--- src/rtl/lrukv_pkg.sv ---
// Shared types and constants for the LRU key-value cache.
`default_nettype none

package lrukv_pkg;

  // Default number of cells in the recency chain
  localparam int unsigned ENTRIES_DEF = 8;

  // Capacity register width and reset value
  localparam int unsigned CFG_W = 4;
  localparam logic [CFG_W-1:0] ACTIVE_RESET = 4'd8;

  // Request action codes
  localparam logic ACT_GET = 1'b0;
  localparam logic ACT_PUT = 1'b1;

  // One request
  typedef struct packed {
    logic               action;
    logic signed [31:0] key;
    logic signed [31:0] value;
  } req_t;

  // One response
  typedef struct packed {
    logic               hit;
    logic signed [31:0] read_value;
  } rsp_t;

  // Contents of one cell
  typedef struct packed {
    logic               valid;
    logic signed [31:0] key;
    logic signed [31:0] data;
  } entry_t;

  // Control broadcast to every cell for one accepted request
  typedef struct packed {
    logic advance;  // the chain moves for this request
    logic insert;   // miss on a put: every cell moves down one
    logic put;      // accepted put: evict cells beyond capacity
  } cell_ctrl_t;

endpackage

`default_nettype wire

--- src/rtl/lrukv_cell.sv ---
// One cell of the recency chain: holds one entry and passes it down on promotion.
`default_nettype none

module lrukv_cell (
  input  wire logic                clk_i,
  input  wire logic                rst_ni,
  input  wire lrukv_pkg::cell_ctrl_t ctrl_i,
  input  wire logic                keep_i,
  input  wire logic signed [31:0]  key_i,
  input  wire lrukv_pkg::entry_t   prev_i,
  input  wire logic                suffix_i,
  output lrukv_pkg::entry_t        entry_o,
  output logic                     suffix_o,
  output logic signed [31:0]       hit_data_o
);

  logic               valid_q, valid_d;
  logic signed [31:0] key_q, key_d;
  logic signed [31:0] data_q, data_d;
  logic               match;
  logic               load;

  // Compare the request key against this cell
  assign match      = valid_q && (key_q == key_i);
  assign suffix_o   = match || suffix_i;
  assign hit_data_o = match ? data_q : 32'sd0;

  // Take the upper neighbour's entry when the hit lies at or below this cell, or on an insert
  assign load = ctrl_i.advance && (ctrl_i.insert || suffix_o);

  always_comb begin
    valid_d = valid_q;
    key_d   = key_q;
    data_d  = data_q;
    if (load) begin
      valid_d = prev_i.valid;
      key_d   = prev_i.key;
      data_d  = prev_i.data;
    end
    // Drop entries beyond the capacity after every put
    if (ctrl_i.put && !keep_i) begin
      valid_d = 1'b0;
    end
  end

  always_ff @(posedge clk_i or negedge rst_ni) begin
    if (!rst_ni) begin
      valid_q <= 1'b0;
    end else begin
      valid_q <= valid_d;
    end
  end

  always_ff @(posedge clk_i) begin
    key_q  <= key_d;
    data_q <= data_d;
  end

  assign entry_o.valid = valid_q;
  assign entry_o.key   = key_q;
  assign entry_o.data  = data_q;

endmodule

`default_nettype wire

--- src/rtl/lru_key_value_cache_top.sv ---
// Top level of the fully associative LRU key-value cache.
//
//   channel | direction | handshake                 | payload
//   --------+-----------+---------------------------+----------------------
//   in      | request   | in_valid_i / in_ready_o   | in_req_i  (req_t)
//   out     | response  | out_valid_o / out_ready_i | out_rsp_o (rsp_t)
//   cfg     | write     | cfg_valid_i / cfg_ready_o | cfg_data_i (capacity)
//
// One request per cycle; its response is registered and shows in the cycle after
// acceptance. The cells form a chain ordered by recency, cell 0 most recent, so
// lookup, promotion and eviction complete in the cycle of acceptance.
// A new request is taken whenever the response register is empty or drains.
// Reset empties every cell and sets the capacity to eight; no clearing pass.
`default_nettype none

module lru_key_value_cache_top #(
  parameter int unsigned Entries = lrukv_pkg::ENTRIES_DEF
) (
  input  wire logic                         clk_i,
  input  wire logic                         rst_ni,
  input  wire logic                         in_valid_i,
  output logic                              in_ready_o,
  input  wire lrukv_pkg::req_t              in_req_i,
  output logic                              out_valid_o,
  input  wire logic                         out_ready_i,
  output lrukv_pkg::rsp_t                   out_rsp_o,
  input  wire logic                         cfg_valid_i,
  output logic                              cfg_ready_o,
  input  wire logic [lrukv_pkg::CFG_W-1:0]  cfg_data_i
);

  logic [lrukv_pkg::CFG_W-1:0] active_q;
  logic                        out_valid_q;
  lrukv_pkg::rsp_t             out_rsp_q;
  lrukv_pkg::rsp_t             rsp_d;
  lrukv_pkg::cell_ctrl_t       ctrl;
  lrukv_pkg::entry_t           head;
  lrukv_pkg::entry_t           entry [Entries];
  logic                        suffix [Entries+1];
  logic signed [31:0]          hit_data [Entries];
  logic [Entries-1:0]          keep;
  logic signed [31:0]          hit_value;
  logic                        accept;
  logic                        hit;
  logic                        is_put;

  // Capacity register, always writable
  assign cfg_ready_o = 1'b1;

  always_ff @(posedge clk_i or negedge rst_ni) begin
    if (!rst_ni) begin
      active_q <= lrukv_pkg::ACTIVE_RESET;
    end else if (cfg_valid_i && cfg_ready_o) begin
      active_q <= cfg_data_i;
    end
  end

  // Accept while the response register is free or being taken
  assign in_ready_o = !out_valid_q || out_ready_i;
  assign accept     = in_valid_i && in_ready_o;
  assign is_put     = (in_req_i.action == lrukv_pkg::ACT_PUT);
  assign hit        = suffix[0];

  assign ctrl.advance = accept && (hit || is_put);
  assign ctrl.insert  = accept && is_put && !hit;
  assign ctrl.put     = accept && is_put;

  // Gather the stored value of the matching cell (at most one matches)
  always_comb begin
    hit_value = 32'sd0;
    for (int i = 0; i < int'(Entries); i++) begin
      hit_value = hit_value | hit_data[i];
    end
  end

  // Entry written into the most recent cell
  assign head.valid = 1'b1;
  assign head.key   = in_req_i.key;
  assign head.data  = is_put ? in_req_i.value : hit_value;

  assign suffix[Entries] = 1'b0;

  // Build the recency chain
  for (genvar i = 0; i < int'(Entries); i++) begin : g_cell
    // Cell 0 always survives; a zero capacity acts as one
    assign keep[i] = (i == 0) || (32'(i) < 32'(active_q));

    lrukv_cell u_cell (
      .clk_i      (clk_i),
      .rst_ni     (rst_ni),
      .ctrl_i     (ctrl),
      .keep_i     (keep[i]),
      .key_i      (in_req_i.key),
      .prev_i     ((i == 0) ? head : entry[(i == 0) ? 0 : i-1]),
      .suffix_i   (suffix[i+1]),
      .entry_o    (entry[i]),
      .suffix_o   (suffix[i]),
      .hit_data_o (hit_data[i])
    );
  end

  // Response for the accepted request
  assign rsp_d.hit        = hit;
  assign rsp_d.read_value = (hit && !is_put) ? hit_value : 32'sd0;

  // Hold the response until it is taken
  always_ff @(posedge clk_i or negedge rst_ni) begin
    if (!rst_ni) begin
      out_valid_q <= 1'b0;
    end else if (accept) begin
      out_valid_q <= 1'b1;
    end else if (out_ready_i) begin
      out_valid_q <= 1'b0;
    end
  end

  always_ff @(posedge clk_i) begin
    if (accept) begin
      out_rsp_q <= rsp_d;
    end
  end

  assign out_valid_o = out_valid_q;
  assign out_rsp_o   = out_rsp_q;

endmodule

`default_nettype wire

--- config.mk ---
export PLATFORM = sky130hd
export DESIGN_NAME = lru_key_value_cache_top
export DESIGN_NICKNAME = d
export VERILOG_FILES = /design/src/rtl/lrukv_pkg.sv /design/src/rtl/lrukv_cell.sv /design/src/rtl/lru_key_value_cache_top.sv
export SDC_FILE = /design/constraint.sdc
export NUM_CORES = 1
export LEC_CHECK = 0
export BUFFER_PORTS_ARGS = -buffer_cell sky130_fd_sc_hd__buf_2
export CORE_ASPECT_RATIO = 0.7
export CORE_MARGIN = 1
export CORE_UTILIZATION = 55
export DETAILED_ROUTE_END_ITERATION = 10
export GPL_TIMING_DRIVEN = 0
export PLACE_DENSITY_LB_ADDON = 0.1
export SLEW_MARGIN = 20
export SYNTH_ARGS = -nofsm -noshare
export SYNTH_HDL_FRONTEND = slang
export SYNTH_SLANG_ARGS = --single-unit
--- constraint.sdc ---
create_clock -name clk_i -period 5.6 [get_ports clk_i]
set_input_delay 1.12 -clock clk_i [delete_from_list [all_inputs] [get_ports clk_i]]
set_output_delay 1.12 -clock clk_i [all_outputs]
set_load 0.01 [all_outputs]
==> metrics.md <==
| Metric | Value |
|---|---|
| CTS Root Cell | clkbuf_16 |
| Combinational power share | 6.0% |
| Syn Std Cell Area | 22300 sq um |
| Commonest non-fill, non-tap cells in the layout | edfxtp_1, xor2_1, buf_2, a22oi_1, nor4_1 |
| # DRC | 0 |
| WP data arrival | 5.17 ns |
| Crit. End Element | register |
| DP Worst Slack | 0.156 ns |
| Die area | 41300 sq um |
| TritonCTS clock tree | done |
| Worst Max-Slew Pin Slew | 1.15 ns |
| Top delay family on crit path | simple AND/OR/NAND/NOR gates |
| Pwr dens | 335 nW/um^2 |
| Layout area overhead | 15.8% |
| I/O pins | 110 |
| Max frequency | 205 MHz |
| Hpwl dp | 39300 um |
| Clock skew | 0.0178 ns |
| Clk pin slew, worst setup/hold paths | 0.06 ns |
| Nets@finish | 1565 |
| Maximum Capacitance Violations | 0 |
| Gr ovfl total | 0 |
| Cells after Synth | 1292 |
| Sequential share of the synthesized area | 75.0% |
| Crit Path Class | input pin to register |
| Required @ worst endpoint | 5.89 ns |
| PostCTS Resize Cnt | 0 |
| Die X | 243 um |
| Min Hold Slack | 0.429 ns |
| Total setup buffers inserted after CTS | 0 |
| Fin cells | 2056 |
| DP Cell Count | 1973 |
| Port Buf Inserts | 108 |
| CTS H-Tree Depth | 2 |
| Pint | 6.75 mW |
| Slew headroom | 23.6% |
| Worst setup SP type | input pin |
| Worst-path cell chain | buf_2, buf_4, xor2_1, nor4_1, nand4_1, nor3_4, clkbuf_1, a311oi_1, nor3_4, buf_8, buf_8, buf_8, buf_8 |
| Status | complete, no violations |
| Final Critical Period | 4.88 ns |
| Routed wire length | 54600 um |
| Via density | 5.99 |
| First-pass GRT wire length | 79500 um |
| Num rows | 61 |
| Diode count | 0 |
| Die Height | 170 um |
| Ys Warns | 0 |
| P_leak | 9.08 nW |
| Vias | 12300 |
| Initial antenna violation count | 0 |
| Final Max Tran Viols | 0 |
| Pwr Total | 8.65 mW |
| Seq pwr share | 56.3% |
| ANT nets after route | 0 |
| Hold crit path type | input pin to asynchronous set/reset pin |
| Max incr delay on CP | 0.71 ns |
| CTS sink count | 558 |
| Post-CTS Hold Buffers | 0 |
| Share of layout cells above drive strength 1 | 18.8% |
| Vias in the first global route | 11900 |
| Synth Register Bits | 558 |
| Crit path top cell by count | buf_8 |
| Setup ws final | 0.718 ns |
| Clk pwr share | 37.7% |
| Detailed Routing Iterations Pass 1 | 5 |
| Tcrit/Tclk final | 87.2% |
| Sw Ratio | 21.9% |
| WL per Instance | 26.6 um |
| Number of library cell types mapped by synthesis | 41 |
| Initial drt markers | 1562 |
| Routability cong. | 0.897 |
| Final setup vio count | 0 |
| Placeable core area | 39800 sq um |
| Worst skew pair latency | 0.58 ns |
| Cts bufs inserted | 51 |
| Buf/Inv on CP | 7 |
| Worst IR Drop VDD | 0.000236 V |
| Sw Pwr | 1.90 mW |
| Post-synth net total | 1366 |
| Initial Util | 55.9% |
| Slowest CP cell | clkbuf_1 |
| Mean Syn Cell Area | 17.2 sq um |
| Most common cell after layout, fill and taps aside | edfxtp_1 |
| CP max FO | 13 |
| Largest net degree at the start of global routing | 29 |
| Setup repair after global routing missed its margin | false |
| Final Hold Fails | 0 |
| Gr usage total | 26.9% |
| CTS Buffer Depth | 3 |
[power groups by stage]
stage	Clock (mW)	Combinational, mW	Sequential, mW
after global routing	3.44	0.557	4.89
after detailed placement	0	0.518	4.95
final	3.26	0.519	4.87
after floorplan	0	0.268	4.93
after CTS	3.30	0.521	4.87
after global placement	0	0.444	4.97
[state kept, by name (all words and copies together) (netlist names)]
name                   cells
g_cell.u_cell.data_q     256
g_cell.u_cell.key_q      256
out_rsp_o                 33
g_cell.u_cell.valid_q      8
active_q                   4
out_valid_o                1
[cell type report]
class                           count  area, sq um
Inverter                           34          128
Clock inverter                     20          141
Sequential cell                   558        16700
Multi-Input combinational cell    635         5090
Fill cell                        2861        14100
Timing Repair Buffer              146         1280
Tap cell                          535          669
Clock buffer                       63         1360
Buffer                             65          413
[cells in the mapped netlist]
library cell | count | area (sq um)
a2111oi_4 | 1 | 27.5
a211o_1 | 1 | 8.76
a211oi_1 | 1 | 7.51
a21o_1 | 1 | 7.51
a221oi_1 | 32 | 280
a22o_1 | 32 | 280
a22oi_1 | 64 | 480
a311oi_1 | 1 | 8.76
a31o_2 | 1 | 8.76
a31oi_1 | 2 | 12.5
a41oi_1 | 1 | 8.76
and3_1 | 32 | 200
buf_2 | 6 | 30.0
buf_4 | 43 | 323
clkbuf_1 | 16 | 60.1
conb_1 | 1 | 3.75
dfrtp_1 | 12 | 300
dfstp_2 | 1 | 26.3
edfxtp_1 | 545 | 16400
inv_1 | 33 | 124
inv_2 | 1 | 3.75
mux2_2 | 4 | 45.0
mux2i_1 | 39 | 390
nand2_1 | 12 | 45.0
nand2b_1 | 4 | 25.0
nand3_1 | 16 | 80.1
nand3b_1 | 1 | 7.51
nand4_1 | 8 | 50.1
nor2_1 | 34 | 128
nor2_2 | 1 | 6.26
nor3_1 | 11 | 55.1
nor3_2 | 5 | 50.1
nor3_4 | 8 | 130
nor4_1 | 58 | 363
nor4_4 | 1 | 21.3
nor4b_4 | 1 | 23.8
o21ai_0 | 3 | 15.0
or2_1 | 2 | 12.5
or3_4 | 1 | 11.3
xnor2_1 | 8 | 70.1
xor2_1 | 248 | 2170
[worst paths after layout]
kind / start / to / slack [ns] / cells after the start
setup / recovery: in_req_i[40] / g_cell[5].u_cell.data_q[22] / 0.72 / 13
hold / removal: rst_ni / g_cell[3].u_cell.valid_q / 0.43 / 1
setup reg to reg: g_cell[5].u_cell.key_q[8] / g_cell[5].u_cell.data_q[22] / 1.18 / 11
hold reg to reg: g_cell[1].u_cell.data_q[19] / g_cell[2].u_cell.data_q[19] / 0.45 / 0
max in group asynchronous: rst_ni / active_q[3] / 4.88 / 1
min in group clk_i: g_cell[1].u_cell.data_q[19] / g_cell[2].u_cell.data_q[19] / 0.45 / 0
[per-stage QoR]
step                       TNS, ns  area, sq um  utilization, %
after floorplan                  0        22300               -
after global placement    -1164.95        23500            59.0
after detailed placement         0        24300            60.9
after CTS                        0        25800            64.7
after global routing             0        25800            64.7
final                            0        25800            64.7
[cells by family after synthesis]
logic type / after synthesis / synth area share (%)
AOI/OAI and AO/OA: 140 / 5.15
xor gates and xnor gates: 256 / 10.1
buffers and inverters: 99 / 2.43
DFF: 558 / 75.0
muxes: 43 / 1.96
other: 1 / 0.0168
and+or+nand+nor: 195 / 5.43
[per-layer routing]
metal	share of wire (%)	track usage [%]
met1	47	43.7
met2	40	35.8
met3	11	6.83
met4	1.6	5.86
met5	0	0
(Power assumes the default switching activity.)
